===== src/rtl/pbsq_pkg.sv =====
// Shared types, constants and lookup functions of the 6x6 Polybius square cipher.
// Used by the front end, queue, result stage, top level and bench; depends on nothing.
`default_nettype none

package pbsq_pkg;

  localparam int SqSide     = 6;
  localparam int SqCells    = 36;
  localparam int QueueDepth = 4;

  localparam logic [7:0] AsciiSpace = 8'h20;
  localparam logic [7:0] AsciiA     = 8'h41;
  localparam logic [7:0] AsciiZ     = 8'h5A;
  localparam logic [7:0] AsciiLowA  = 8'h61;
  localparam logic [7:0] AsciiLowZ  = 8'h7A;
  localparam logic [7:0] AsciiOne   = 8'h31;
  localparam logic [7:0] AsciiNine  = 8'h39;
  localparam logic [7:0] CaseOffset = 8'h20;

  // register indexes on the config port
  localparam logic RegKey  = 1'b0;
  localparam logic RegMode = 1'b1;

  // one queued job: one or two result words
  typedef struct packed {
    logic       two;
    logic [7:0] sym0;
    logic       err0;
    logic [7:0] sym1;
  } job_t;

  function automatic logic [7:0] fold_upper(input logic [7:0] c);
    logic [7:0] r;
    r = c;
    if (c >= AsciiLowA && c <= AsciiLowZ) r = c - CaseOffset;
    return r;
  endfunction

  // {found, index} of a symbol in the 36-symbol alphabet
  function automatic logic [6:0] sym_lookup(input logic [7:0] c);
    logic [6:0] r;
    r = '0;
    if (c >= AsciiA && c <= AsciiZ)          r = {1'b1, 6'(c - AsciiA)};
    else if (c == AsciiSpace)                r = {1'b1, 6'd26};
    else if (c >= AsciiOne && c <= AsciiNine) r = {1'b1, 6'(c - AsciiOne) + 6'd27};
    return r;
  endfunction

  function automatic logic [7:0] sym_at(input logic [5:0] idx);
    logic [7:0] r;
    if (idx < 6'd26)       r = AsciiA + 8'(idx);
    else if (idx == 6'd26) r = AsciiSpace;
    else                   r = AsciiOne + 8'(idx - 6'd27);
    return r;
  endfunction

  // row headers N O R M A L
  function automatic logic [7:0] row_letter(input logic [2:0] row);
    logic [7:0] r;
    case (row)
      3'd0:    r = "N";
      3'd1:    r = "O";
      3'd2:    r = "R";
      3'd3:    r = "M";
      3'd4:    r = "A";
      default: r = "L";
    endcase
    return r;
  endfunction

  // column headers X I F R A T
  function automatic logic [7:0] col_letter(input logic [2:0] col);
    logic [7:0] r;
    case (col)
      3'd0:    r = "X";
      3'd1:    r = "I";
      3'd2:    r = "F";
      3'd3:    r = "R";
      3'd4:    r = "A";
      default: r = "T";
    endcase
    return r;
  endfunction

  // {found, row}
  function automatic logic [3:0] row_lookup(input logic [7:0] c);
    logic [3:0] r;
    case (c)
      "N":     r = {1'b1, 3'd0};
      "O":     r = {1'b1, 3'd1};
      "R":     r = {1'b1, 3'd2};
      "M":     r = {1'b1, 3'd3};
      "A":     r = {1'b1, 3'd4};
      "L":     r = {1'b1, 3'd5};
      default: r = '0;
    endcase
    return r;
  endfunction

  // {found, col}
  function automatic logic [3:0] col_lookup(input logic [7:0] c);
    logic [3:0] r;
    case (c)
      "X":     r = {1'b1, 3'd0};
      "I":     r = {1'b1, 3'd1};
      "F":     r = {1'b1, 3'd2};
      "R":     r = {1'b1, 3'd3};
      "A":     r = {1'b1, 3'd4};
      "T":     r = {1'b1, 3'd5};
      default: r = '0;
    endcase
    return r;
  endfunction

  // cell position 0..35 -> row 0..5, by compare chain
  function automatic logic [2:0] row_of(input logic [5:0] p);
    logic [2:0] r;
    if (p >= 6'd30)      r = 3'd5;
    else if (p >= 6'd24) r = 3'd4;
    else if (p >= 6'd18) r = 3'd3;
    else if (p >= 6'd12) r = 3'd2;
    else if (p >= 6'd6)  r = 3'd1;
    else                 r = 3'd0;
    return r;
  endfunction

endpackage

`default_nettype wire


===== src/rtl/pbsq_front.sv =====
// Front end: takes input words, keeps the half-pair state, builds result jobs.
// Depends on pbsq_pkg.
`default_nettype none

module pbsq_front (
  input  wire logic              clk,
  input  wire logic              rst,
  input  wire logic [5:0]        key_rotation,
  input  wire logic              decrypt_mode,
  input  wire logic [7:0]        in_symbol,
  input  wire logic              end_of_text,
  input  wire logic              accept,
  output      logic              job_valid,
  output      pbsq_pkg::job_t    job
);
  import pbsq_pkg::*;

  logic       half_pair_waiting;
  logic [2:0] held_row;
  logic       held_row_bad;
  logic       half_pair_waiting_next;
  logic [2:0] held_row_next;
  logic       held_row_bad_next;

  logic [7:0] c;
  logic [5:0] key;
  logic [6:0] sym_hit;
  logic [3:0] row_hit;
  logic [3:0] col_hit;
  logic [6:0] p_sum;
  logic [5:0] p;
  logic [2:0] p_row;
  logic [5:0] p_col;
  logic [6:0] d_sum;
  logic [5:0] d_idx;

  assign c       = fold_upper(in_symbol);
  assign key     = (key_rotation >= 6'(SqCells)) ? key_rotation - 6'(SqCells) : key_rotation;
  assign sym_hit = sym_lookup(c);
  assign row_hit = row_lookup(c);
  assign col_hit = col_lookup(c);

  // encrypt: p = (a - key) mod 36
  assign p_sum = {1'b0, sym_hit[5:0]} + 7'(SqCells) - {1'b0, key};
  assign p     = (p_sum >= 7'(SqCells)) ? 6'(p_sum - 7'(SqCells)) : p_sum[5:0];
  assign p_row = row_of(p);
  assign p_col = p - 6'(p_row) * 6'(SqSide);

  // decrypt: (row*6 + col + key) mod 36, at most 70 before the wrap
  assign d_sum = 7'(held_row) * 7'(SqSide) + 7'(col_hit[2:0]) + 7'(key);
  assign d_idx = (d_sum >= 7'(SqCells)) ? 6'(d_sum - 7'(SqCells)) : d_sum[5:0];

  always_comb begin
    half_pair_waiting_next = half_pair_waiting;
    held_row_next          = held_row;
    held_row_bad_next      = held_row_bad;
    job_valid              = 1'b0;
    job.two                = 1'b0;
    job.sym0               = '0;
    job.err0               = 1'b1;
    job.sym1               = '0;
    if (accept) begin
      if (!decrypt_mode) begin
        half_pair_waiting_next = 1'b0;
        held_row_next          = '0;
        held_row_bad_next      = 1'b0;
        job_valid              = 1'b1;
        if (sym_hit[6]) begin
          job.two  = 1'b1;
          job.sym0 = row_letter(p_row);
          job.err0 = 1'b0;
          job.sym1 = col_letter(p_col[2:0]);
        end
      end else if (!half_pair_waiting) begin
        if (end_of_text) begin
          held_row_next     = '0;
          held_row_bad_next = 1'b0;
          job_valid         = 1'b1;
        end else begin
          half_pair_waiting_next = 1'b1;
          held_row_bad_next      = !row_hit[3];
          held_row_next          = row_hit[3] ? row_hit[2:0] : 3'd0;
        end
      end else begin
        half_pair_waiting_next = 1'b0;
        held_row_next          = '0;
        held_row_bad_next      = 1'b0;
        job_valid              = 1'b1;
        if (!held_row_bad && col_hit[3]) begin
          job.sym0 = sym_at(d_idx);
          job.err0 = 1'b0;
        end
      end
    end
  end

  always_ff @(posedge clk) begin
    if (rst) begin
      half_pair_waiting <= 1'b0;
      held_row          <= '0;
      held_row_bad      <= 1'b0;
    end else begin
      half_pair_waiting <= half_pair_waiting_next;
      held_row          <= held_row_next;
      held_row_bad      <= held_row_bad_next;
    end
  end

endmodule

`default_nettype wire


===== src/rtl/pbsq_queue.sv =====
// Short job queue between the front end and the result stage.
// Depends on pbsq_pkg.
`default_nettype none

module pbsq_queue #(
  parameter int DEPTH = pbsq_pkg::QueueDepth
) (
  input  wire logic           clk,
  input  wire logic           rst,
  input  wire logic           wr_en,
  input  wire pbsq_pkg::job_t wr_data,
  input  wire logic           rd_en,
  output      pbsq_pkg::job_t rd_data,
  output      logic           full,
  output      logic           empty
);
  import pbsq_pkg::*;

  localparam int PtrW = (DEPTH > 1) ? $clog2(DEPTH) : 1;
  localparam int CntW = $clog2(DEPTH + 1);

  job_t            mem [DEPTH];
  logic [PtrW-1:0] wr_ptr;
  logic [PtrW-1:0] rd_ptr;
  logic [CntW-1:0] count;

  assign full    = (count == CntW'(DEPTH));
  assign empty   = (count == '0);
  assign rd_data = mem[rd_ptr];

  always_ff @(posedge clk) begin
    if (wr_en) mem[wr_ptr] <= wr_data;
  end

  always_ff @(posedge clk) begin
    if (rst) begin
      wr_ptr <= '0;
      rd_ptr <= '0;
      count  <= '0;
    end else begin
      if (wr_en) wr_ptr <= (wr_ptr == PtrW'(DEPTH - 1)) ? '0 : wr_ptr + 1'b1;
      if (rd_en) rd_ptr <= (rd_ptr == PtrW'(DEPTH - 1)) ? '0 : rd_ptr + 1'b1;
      if (wr_en && !rd_en)      count <= count + 1'b1;
      else if (rd_en && !wr_en) count <= count - 1'b1;
    end
  end

endmodule

`default_nettype wire


===== src/rtl/pbsq_back.sv =====
// Result stage: unpacks each job into one or two result words on the output queue side.
// Depends on pbsq_pkg.
`default_nettype none

module pbsq_back (
  input  wire logic           clk,
  input  wire logic           rst,
  input  wire pbsq_pkg::job_t q_data,
  input  wire logic           q_empty,
  output      logic           q_pop,
  output      logic [7:0]     out_symbol,
  output      logic           error,
  output      logic           last,
  output      logic           empty,
  input  wire logic           pop
);
  import pbsq_pkg::*;

  job_t cur;
  logic cur_valid;
  logic phase;    // 1: second word of a two-word job
  logic advance;

  assign advance    = pop && cur_valid && (phase || !cur.two);
  assign q_pop      = (!cur_valid || advance) && !q_empty;
  assign empty      = !cur_valid;
  assign out_symbol = phase ? cur.sym1 : cur.sym0;
  assign error      = phase ? 1'b0 : cur.err0;
  assign last       = phase || !cur.two;

  always_ff @(posedge clk) begin
    if (q_pop) cur <= q_data;
  end

  always_ff @(posedge clk) begin
    if (rst) begin
      cur_valid <= 1'b0;
      phase     <= 1'b0;
    end else if (q_pop) begin
      cur_valid <= 1'b1;
      phase     <= 1'b0;
    end else if (advance) begin
      cur_valid <= 1'b0;
      phase     <= 1'b0;
    end else if (pop && cur_valid) begin
      phase     <= 1'b1;
    end
  end

endmodule

`default_nettype wire


===== src/rtl/polybius_square_cipher.sv =====
// Top level of the 6x6 Polybius square cipher: config registers, front end, job queue,
// result stage. Depends on pbsq_pkg, pbsq_front, pbsq_queue and pbsq_back.
`default_nettype none

// Polybius square cipher over A-Z, space and 1-9, with the square rotated left by
// key_rotation (register 0, byte address 0; values 36..63 act modulo 36) and the
// direction set by decrypt_mode (register 1, byte address 4; 0 encrypts, 1 decrypts).
// Change the registers only while the block is idle. Input words go in with push/full,
// results come out with empty/pop, oldest first. Encrypting a byte gives two words
// (row header then column header, last on the second); an unknown byte gives one error
// word. Decrypting takes letter pairs: the first letter gives no word (or one error word
// when end_of_text is set), the second gives the decoded symbol or an error word.
// Error words carry out_symbol 0 and always have last set. Rate: the output side moves
// one word per cycle while pop stays high, so encryption sustains one input word per two
// output words and decryption one input word per cycle; the front end accepts while
// earlier words still wait, until the QUEUE_DEPTH-entry job queue fills. A pushed word's
// job goes through the job queue and the result stage register to the result ports.
module polybius_square_cipher #(
  parameter int QUEUE_DEPTH = pbsq_pkg::QueueDepth
) (
  input  wire logic        clk,
  input  wire logic        rst,
  // config port
  input  wire logic        psel,
  input  wire logic        penable,
  input  wire logic        pwrite,
  input  wire logic [2:0]  paddr,
  input  wire logic [31:0] pwdata,
  output      logic [31:0] prdata,
  output      logic        pready,
  // input words
  input  wire logic        push,
  output      logic        full,
  input  wire logic [7:0]  in_symbol,
  input  wire logic        end_of_text,
  // result words
  output      logic        empty,
  input  wire logic        pop,
  output      logic [7:0]  out_symbol,
  output      logic        error,
  output      logic        last
);
  import pbsq_pkg::*;

  logic [5:0] key_rotation;
  logic       decrypt_mode;
  logic       cfg_write;
  logic       accept;
  logic       job_valid;
  job_t       job;
  job_t       q_data;
  logic       q_empty;
  logic       q_full;
  logic       q_pop;

  // registers; only paddr[2] selects
  assign pready    = 1'b1;
  assign cfg_write = psel && penable && pwrite && pready;

  always_ff @(posedge clk) begin
    if (rst) begin
      key_rotation <= '0;
      decrypt_mode <= 1'b0;
    end else if (cfg_write) begin
      case (paddr[2])
        RegKey:  key_rotation <= pwdata[5:0];
        RegMode: decrypt_mode <= pwdata[0];
        default: ;
      endcase
    end
  end

  always_comb begin
    case (paddr[2])
      RegKey:  prdata = {26'd0, key_rotation};
      RegMode: prdata = {31'd0, decrypt_mode};
      default: prdata = '0;
    endcase
  end

  // full is the queue's full; a word that makes no job still waits for room
  assign full   = q_full;
  assign accept = push && !q_full;

  pbsq_front u_front (
    .clk          (clk),
    .rst          (rst),
    .key_rotation (key_rotation),
    .decrypt_mode (decrypt_mode),
    .in_symbol    (in_symbol),
    .end_of_text  (end_of_text),
    .accept       (accept),
    .job_valid    (job_valid),
    .job          (job)
  );

  pbsq_queue #(
    .DEPTH (QUEUE_DEPTH)
  ) u_queue (
    .clk     (clk),
    .rst     (rst),
    .wr_en   (job_valid),
    .wr_data (job),
    .rd_en   (q_pop),
    .rd_data (q_data),
    .full    (q_full),
    .empty   (q_empty)
  );

  pbsq_back u_back (
    .clk        (clk),
    .rst        (rst),
    .q_data     (q_data),
    .q_empty    (q_empty),
    .q_pop      (q_pop),
    .out_symbol (out_symbol),
    .error      (error),
    .last       (last),
    .empty      (empty),
    .pop        (pop)
  );

endmodule

`default_nettype wire


===== config.mk =====
export PLATFORM = sky130hd
export DESIGN_NAME = polybius_square_cipher
export DESIGN_NICKNAME = d
export VERILOG_FILES = /design/src/rtl/pbsq_pkg.sv /design/src/rtl/pbsq_front.sv /design/src/rtl/pbsq_queue.sv /design/src/rtl/pbsq_back.sv /design/src/rtl/polybius_square_cipher.sv
export SDC_FILE = /design/constraint.sdc
export NUM_CORES = 1
export LEC_CHECK = 0
export ABC_CLOCK_PERIOD_IN_PS = 7100
export BUFFER_PORTS_ARGS = -buffer_cell sky130_fd_sc_hd__buf_2
export CORE_MARGIN = 8
export CORE_UTILIZATION = 50
export DETAILED_ROUTE_END_ITERATION = 12
export MAX_ROUTING_LAYER = met4
export PLACE_DENSITY = 0.74
export SLEW_MARGIN = 25
export SYNTH_ARGS = -nofsm -noshare
export SYNTH_HDL_FRONTEND = slang
export SYNTH_SLANG_ARGS = --single-unit

===== constraint.sdc =====
create_clock -name clk -period 7.1 [get_ports clk]
set_clock_uncertainty 0.05 [all_clocks]
set_input_delay 1.42 -clock clk [delete_from_list [all_inputs] [get_ports clk]]
set_output_delay 1.42 -clock clk [all_outputs]
set_load 0.01 [all_outputs]

==> flow_metrics.py <==
metrics = {
    "placed_design": {
        "globalplace.congestion": 0.897,
        "postPlaceCellArea_um2": 7380,
        "io_buffers": 40,
        "dp_hpwl_mm": 10.5,
        "dp_cells": 880,
    },
    "cells_and_area": {
        "nFillCells": 1072,
        "num_antenna_cells": 0,
        "layout-drive-gt1-share_pct": 28.3,
        "area_delta_synth_final_pct": 21.5,
        "design_area_um2": 7950,
        "final_util_pct": 61.0,
        "final_nets": 835,
        "instances_no_fill": 905,
    },
    "synthesis": {
        "synth_edf_count": 75,
        "dominantRegCellSynth": "edfxtp_1",
        "muxShareOfSynthArea_pct": 10.1,
        "synth_fa_ha_area_share_pct": 12.2,
        "synth_cells": 614,
        "yosys.area.top_type_share_pct": 34.4,
        "synth_top_cell_by_area": "edfxtp_1",
        "synth_top_family_by_area": "simple AND/OR/NAND/NOR gates",
        "synth_compound_area_share_pct": 12.0,
        "ys_ff_latch": 96,
        "synth-seq-area-share_pct": 40.8,
        "synth-xor-area-share_pct": 3.80,
        "synth_area_um2": 6540,
        "synth_async_sr_flop_share_pct": 0,
        "avgSynthCellArea_um2": 10.7,
        "yosysUniqueCellTypes": 78,
        "yosys_warnings": 0,
        "synth_area_leaders": "edfxtp_1, ha_1, dfxtp_1",
        "yosys.area_share.simple_pct": 14.0,
    },
    "sta": {
        "fmax_mhz": 139,
        "fin_crit_ns": 7.21,
        "tns_ns": -0.549,
        "slew_viol_final": 0,
        "worstMarginPinSlew_ns": 0.824,
        "post-route-period-util_pct": 102,
        "rsz0062_at_grt": "true",
        "slew-limit-headroom_pct": 45.0,
        "setup_viol": 8,
        "hold_viol_final": 0,
        "post-route-worst-setup-slack_ns": -0.110,
    },
    "clock_tree": {
        "h-tree-depth": 3,
        "clk_path_buf_depth": 2,
        "cts_root_buf": "clkbuf_16",
        "clk_pin_slew_ns": 0.07,
        "cts_buffers": 9,
        "clock_latency_ns": 0.35,
        "tritoncts": "yes",
        "numClockSinks": 96,
    },
    "global_routing": {
        "grt_pass1_vias": 4873,
        "antenna_found_initial": 0,
        "grt_usage_pct": 17.3,
        "grt-ovfl-total": 0,
        "grt_max_degree": 23,
        "grt_pass1_wl_mm": 22.6,
    },
    "floorplan": {
        "core_area_um2": 13000,
        "die_y_um": 130,
        "die_x_um": 130,
        "ios": 96,
        "dieArea_um2": 17000,
        "row_count": 42,
        "initial_core_util_pct": 50.2,
    },
    "route": {
        "avgViaCountPerCell": 5.37,
        "drc": 0,
        "drtAntennaViolNets": 0,
        "wl_per_cell_um": 15.6,
        "dr.pass1.iters": 5,
        "via_count": 4860,
        "drtIter0Drc": 267,
        "routed_wl_mm": 14.1,
    },
    "worst_setup_path": {
        "worstReg2RegEnd": "u_queue.mem[0][0]",
        "critPathKind": "in -> reg",
        "endpoint_kind": "flip-flop",
        "r2r_cells": 26,
        "slowest_delay_ns": 0.53,
        "crit_slowest_cell": "mux4_2",
        "crit_path_frequent_cell": "ha_4",
        "timing.rr.start": "key_rotation[3]",
        "worstPathArrival_ns": 7.25,
        "startpoint_type": "input port",
        "crit_start": "in_symbol[1]",
        "path_max_fanout": 6,
        "crit_required_ns": 7.14,
        "rrSetupSlack_ns": 1.34,
        "cp-endpoint": "u_queue.mem[0][0]",
    },
    "outcome": {
        "violations": "setup timing",
        "status": "finished, violations left",
    },
    "run": {
        "drv_cap": 0,
    },
    "power": {
        "ir_drop_mv": 0.188,
        "power.total_w": 0.00244,
        "leakage_nw": 3.30,
        "p_per_area_nw_per_um2": 306,
    },
    "worst_hold_path": {
        "hp-class": "reg -> reg",
    },
}
## kinds of logic (layout without fill, tap and decap cells)
| group | count (synthesis) | in the layout |
|---|---|---|
| flops | 96 | 96 |
| other cells | 2 | 31 |
| buf+inv | 90 | 176 |
| fa+ha+maj | 60 | 60 |
| mux | 45 | 45 |
| simple gates | 183 | 183 |
| compound gates | 112 | 112 |
| xor+xnor | 26 | 26 |
## flip-flops by register name, indices dropped and copies added (netlist names)
name / flops
u_back.cur: 15
u_queue.mem: 60
u_front.half_pair_waiting: 1
u_queue.wr_ptr: 2
u_queue.rd_ptr: 2
decrypt_mode: 1
key_rotation: 6
u_front.held_row: 3
u_queue.count: 3
u_front.held_row_bad: 1
u_back.cur_valid: 1
u_back.phase: 1
## layout make-up
cell class	instances	area (um^2)	share of cell area [%]
repair buffers	115	788	9.91
clock inverters	6	91.3	1.15
flip-flops and latches	96	2670	33.6
multi-input cells	457	3750	47.2
inverters	45	195	2.45
clock buffers	10	229	2.88
well taps	176	220	2.77
## stage by stage
stage / worst slack, ns / hold WS (ns)
2_1_floorplan: -0.294 / 0.395
3_3_place_gp: -0.572 / 0.408
3_5_place_dp: -0.684 / 0.430
4_1_cts: -0.105 / 0.446
5_1_grt: -0.344 / 0.479
6_report: -0.110 / 0.439
## worst max-delay path, delay by kind of cell
kind	cells	cell delay [ns]
AOI/OAI and AO/OA	7	1.21
xor gates and xnor gates	5	0.97
adders and majority gates	6	1.38
buffers and inverters	4	0.39
muxes	1	0.53
and+or+nand+nor	6	1.34
## cell usage after synthesis, types with 3 or more instances
cell type,number
nand2b_1,3
and3b_1,3
mux4_2,16
buf_4,28
o311ai_0,3
xnor2_1,14
nor3_1,11
fa_1,6
inv_1,43
a221oi_1,3
and2_1,9
nor2b_1,6
o211ai_1,4
mux2_2,9
nand2_1,39
nand3b_1,3
edfxtp_1,75
a21oi_1,29
o21ai_1,5
nor2_1,64
nand3_1,11
o21ai_0,19
mux2i_1,20
clkbuf_1,15
xor2_1,10
nor3b_1,6
o21a_1,3
a21o_1,7
ha_1,54
nand4b_1,3
nor4_1,4
a211oi_1,5
dfxtp_1,21
or3_1,5
nand4_1,4
## cells in the final DEF (no fill, tap or decap), types with 9 or more instances in the layout
| master | synthesis | final |
|---|---|---|
| o21ai_0 | 19 | 19 |
| inv_1 | 43 | 41 |
| a21oi_1 | 29 | 27 |
| clkbuf_16 | 0 | 9 |
| mux4_2 | 16 | 16 |
| nand3_1 | 11 | 11 |
| buf_2 | 0 | 38 |
| nor3_1 | 11 | 10 |
| mux2_2 | 9 | 9 |
| nor2_1 | 64 | 62 |
| buf_4 | 28 | 74 |
| and2_1 | 9 | 9 |
| xnor2_1 | 14 | 12 |
| mux2i_1 | 20 | 20 |
| ha_1 | 54 | 46 |
| conb_1 | 2 | 31 |
| nand2_1 | 39 | 39 |
| edfxtp_1 | 75 | 75 |
| dfxtp_1 | 21 | 20 |
## power breakdown
group | leakage (nW) | switching [W] | internal, W
Sequential | 0.857 | 0.0000763 | 0.000743
Combinational | 2.29 | 0.000520 | 0.000581
Clock | 0.151 | 0.000206 | 0.000310
Total | 3.30 | 0.000802 | 0.00163
## worst min-delay path by stage
stage	slack, ns	depth (start not counted)	start	end
5_1_grt	0.48	2	u_front.held_row_bad	u_front.held_row_bad
2_1_floorplan	0.40	2	u_front.held_row_bad	u_front.held_row_bad
4_1_cts	0.45	2	u_front.held_row_bad	u_front.held_row_bad
3_5_place_dp	0.43	2	u_front.held_row_bad	u_front.held_row_bad
6_report	0.44	2	u_front.held_row_bad	u_front.held_row_bad
3_3_place_gp	0.41	2	u_back.cur_valid	u_back.cur_valid
## layer usage
metal	global-route usage [%]	share of wire (%)	up-vias
li1	-	-	2396
met1	19.3	41	2312
met2	30.7	52	130
met3	3.04	4.5	22
met4	6.28	1.9	0
met5	-	0	-
## repair_timing
action,CTS,global route
resized for setup,14,17
hold buffers,0,0
setup buffers,5,4
pin swaps,13,18
setup endpoints to repair,24,32
Note: power is estimated with default switching activity, not from simulation.
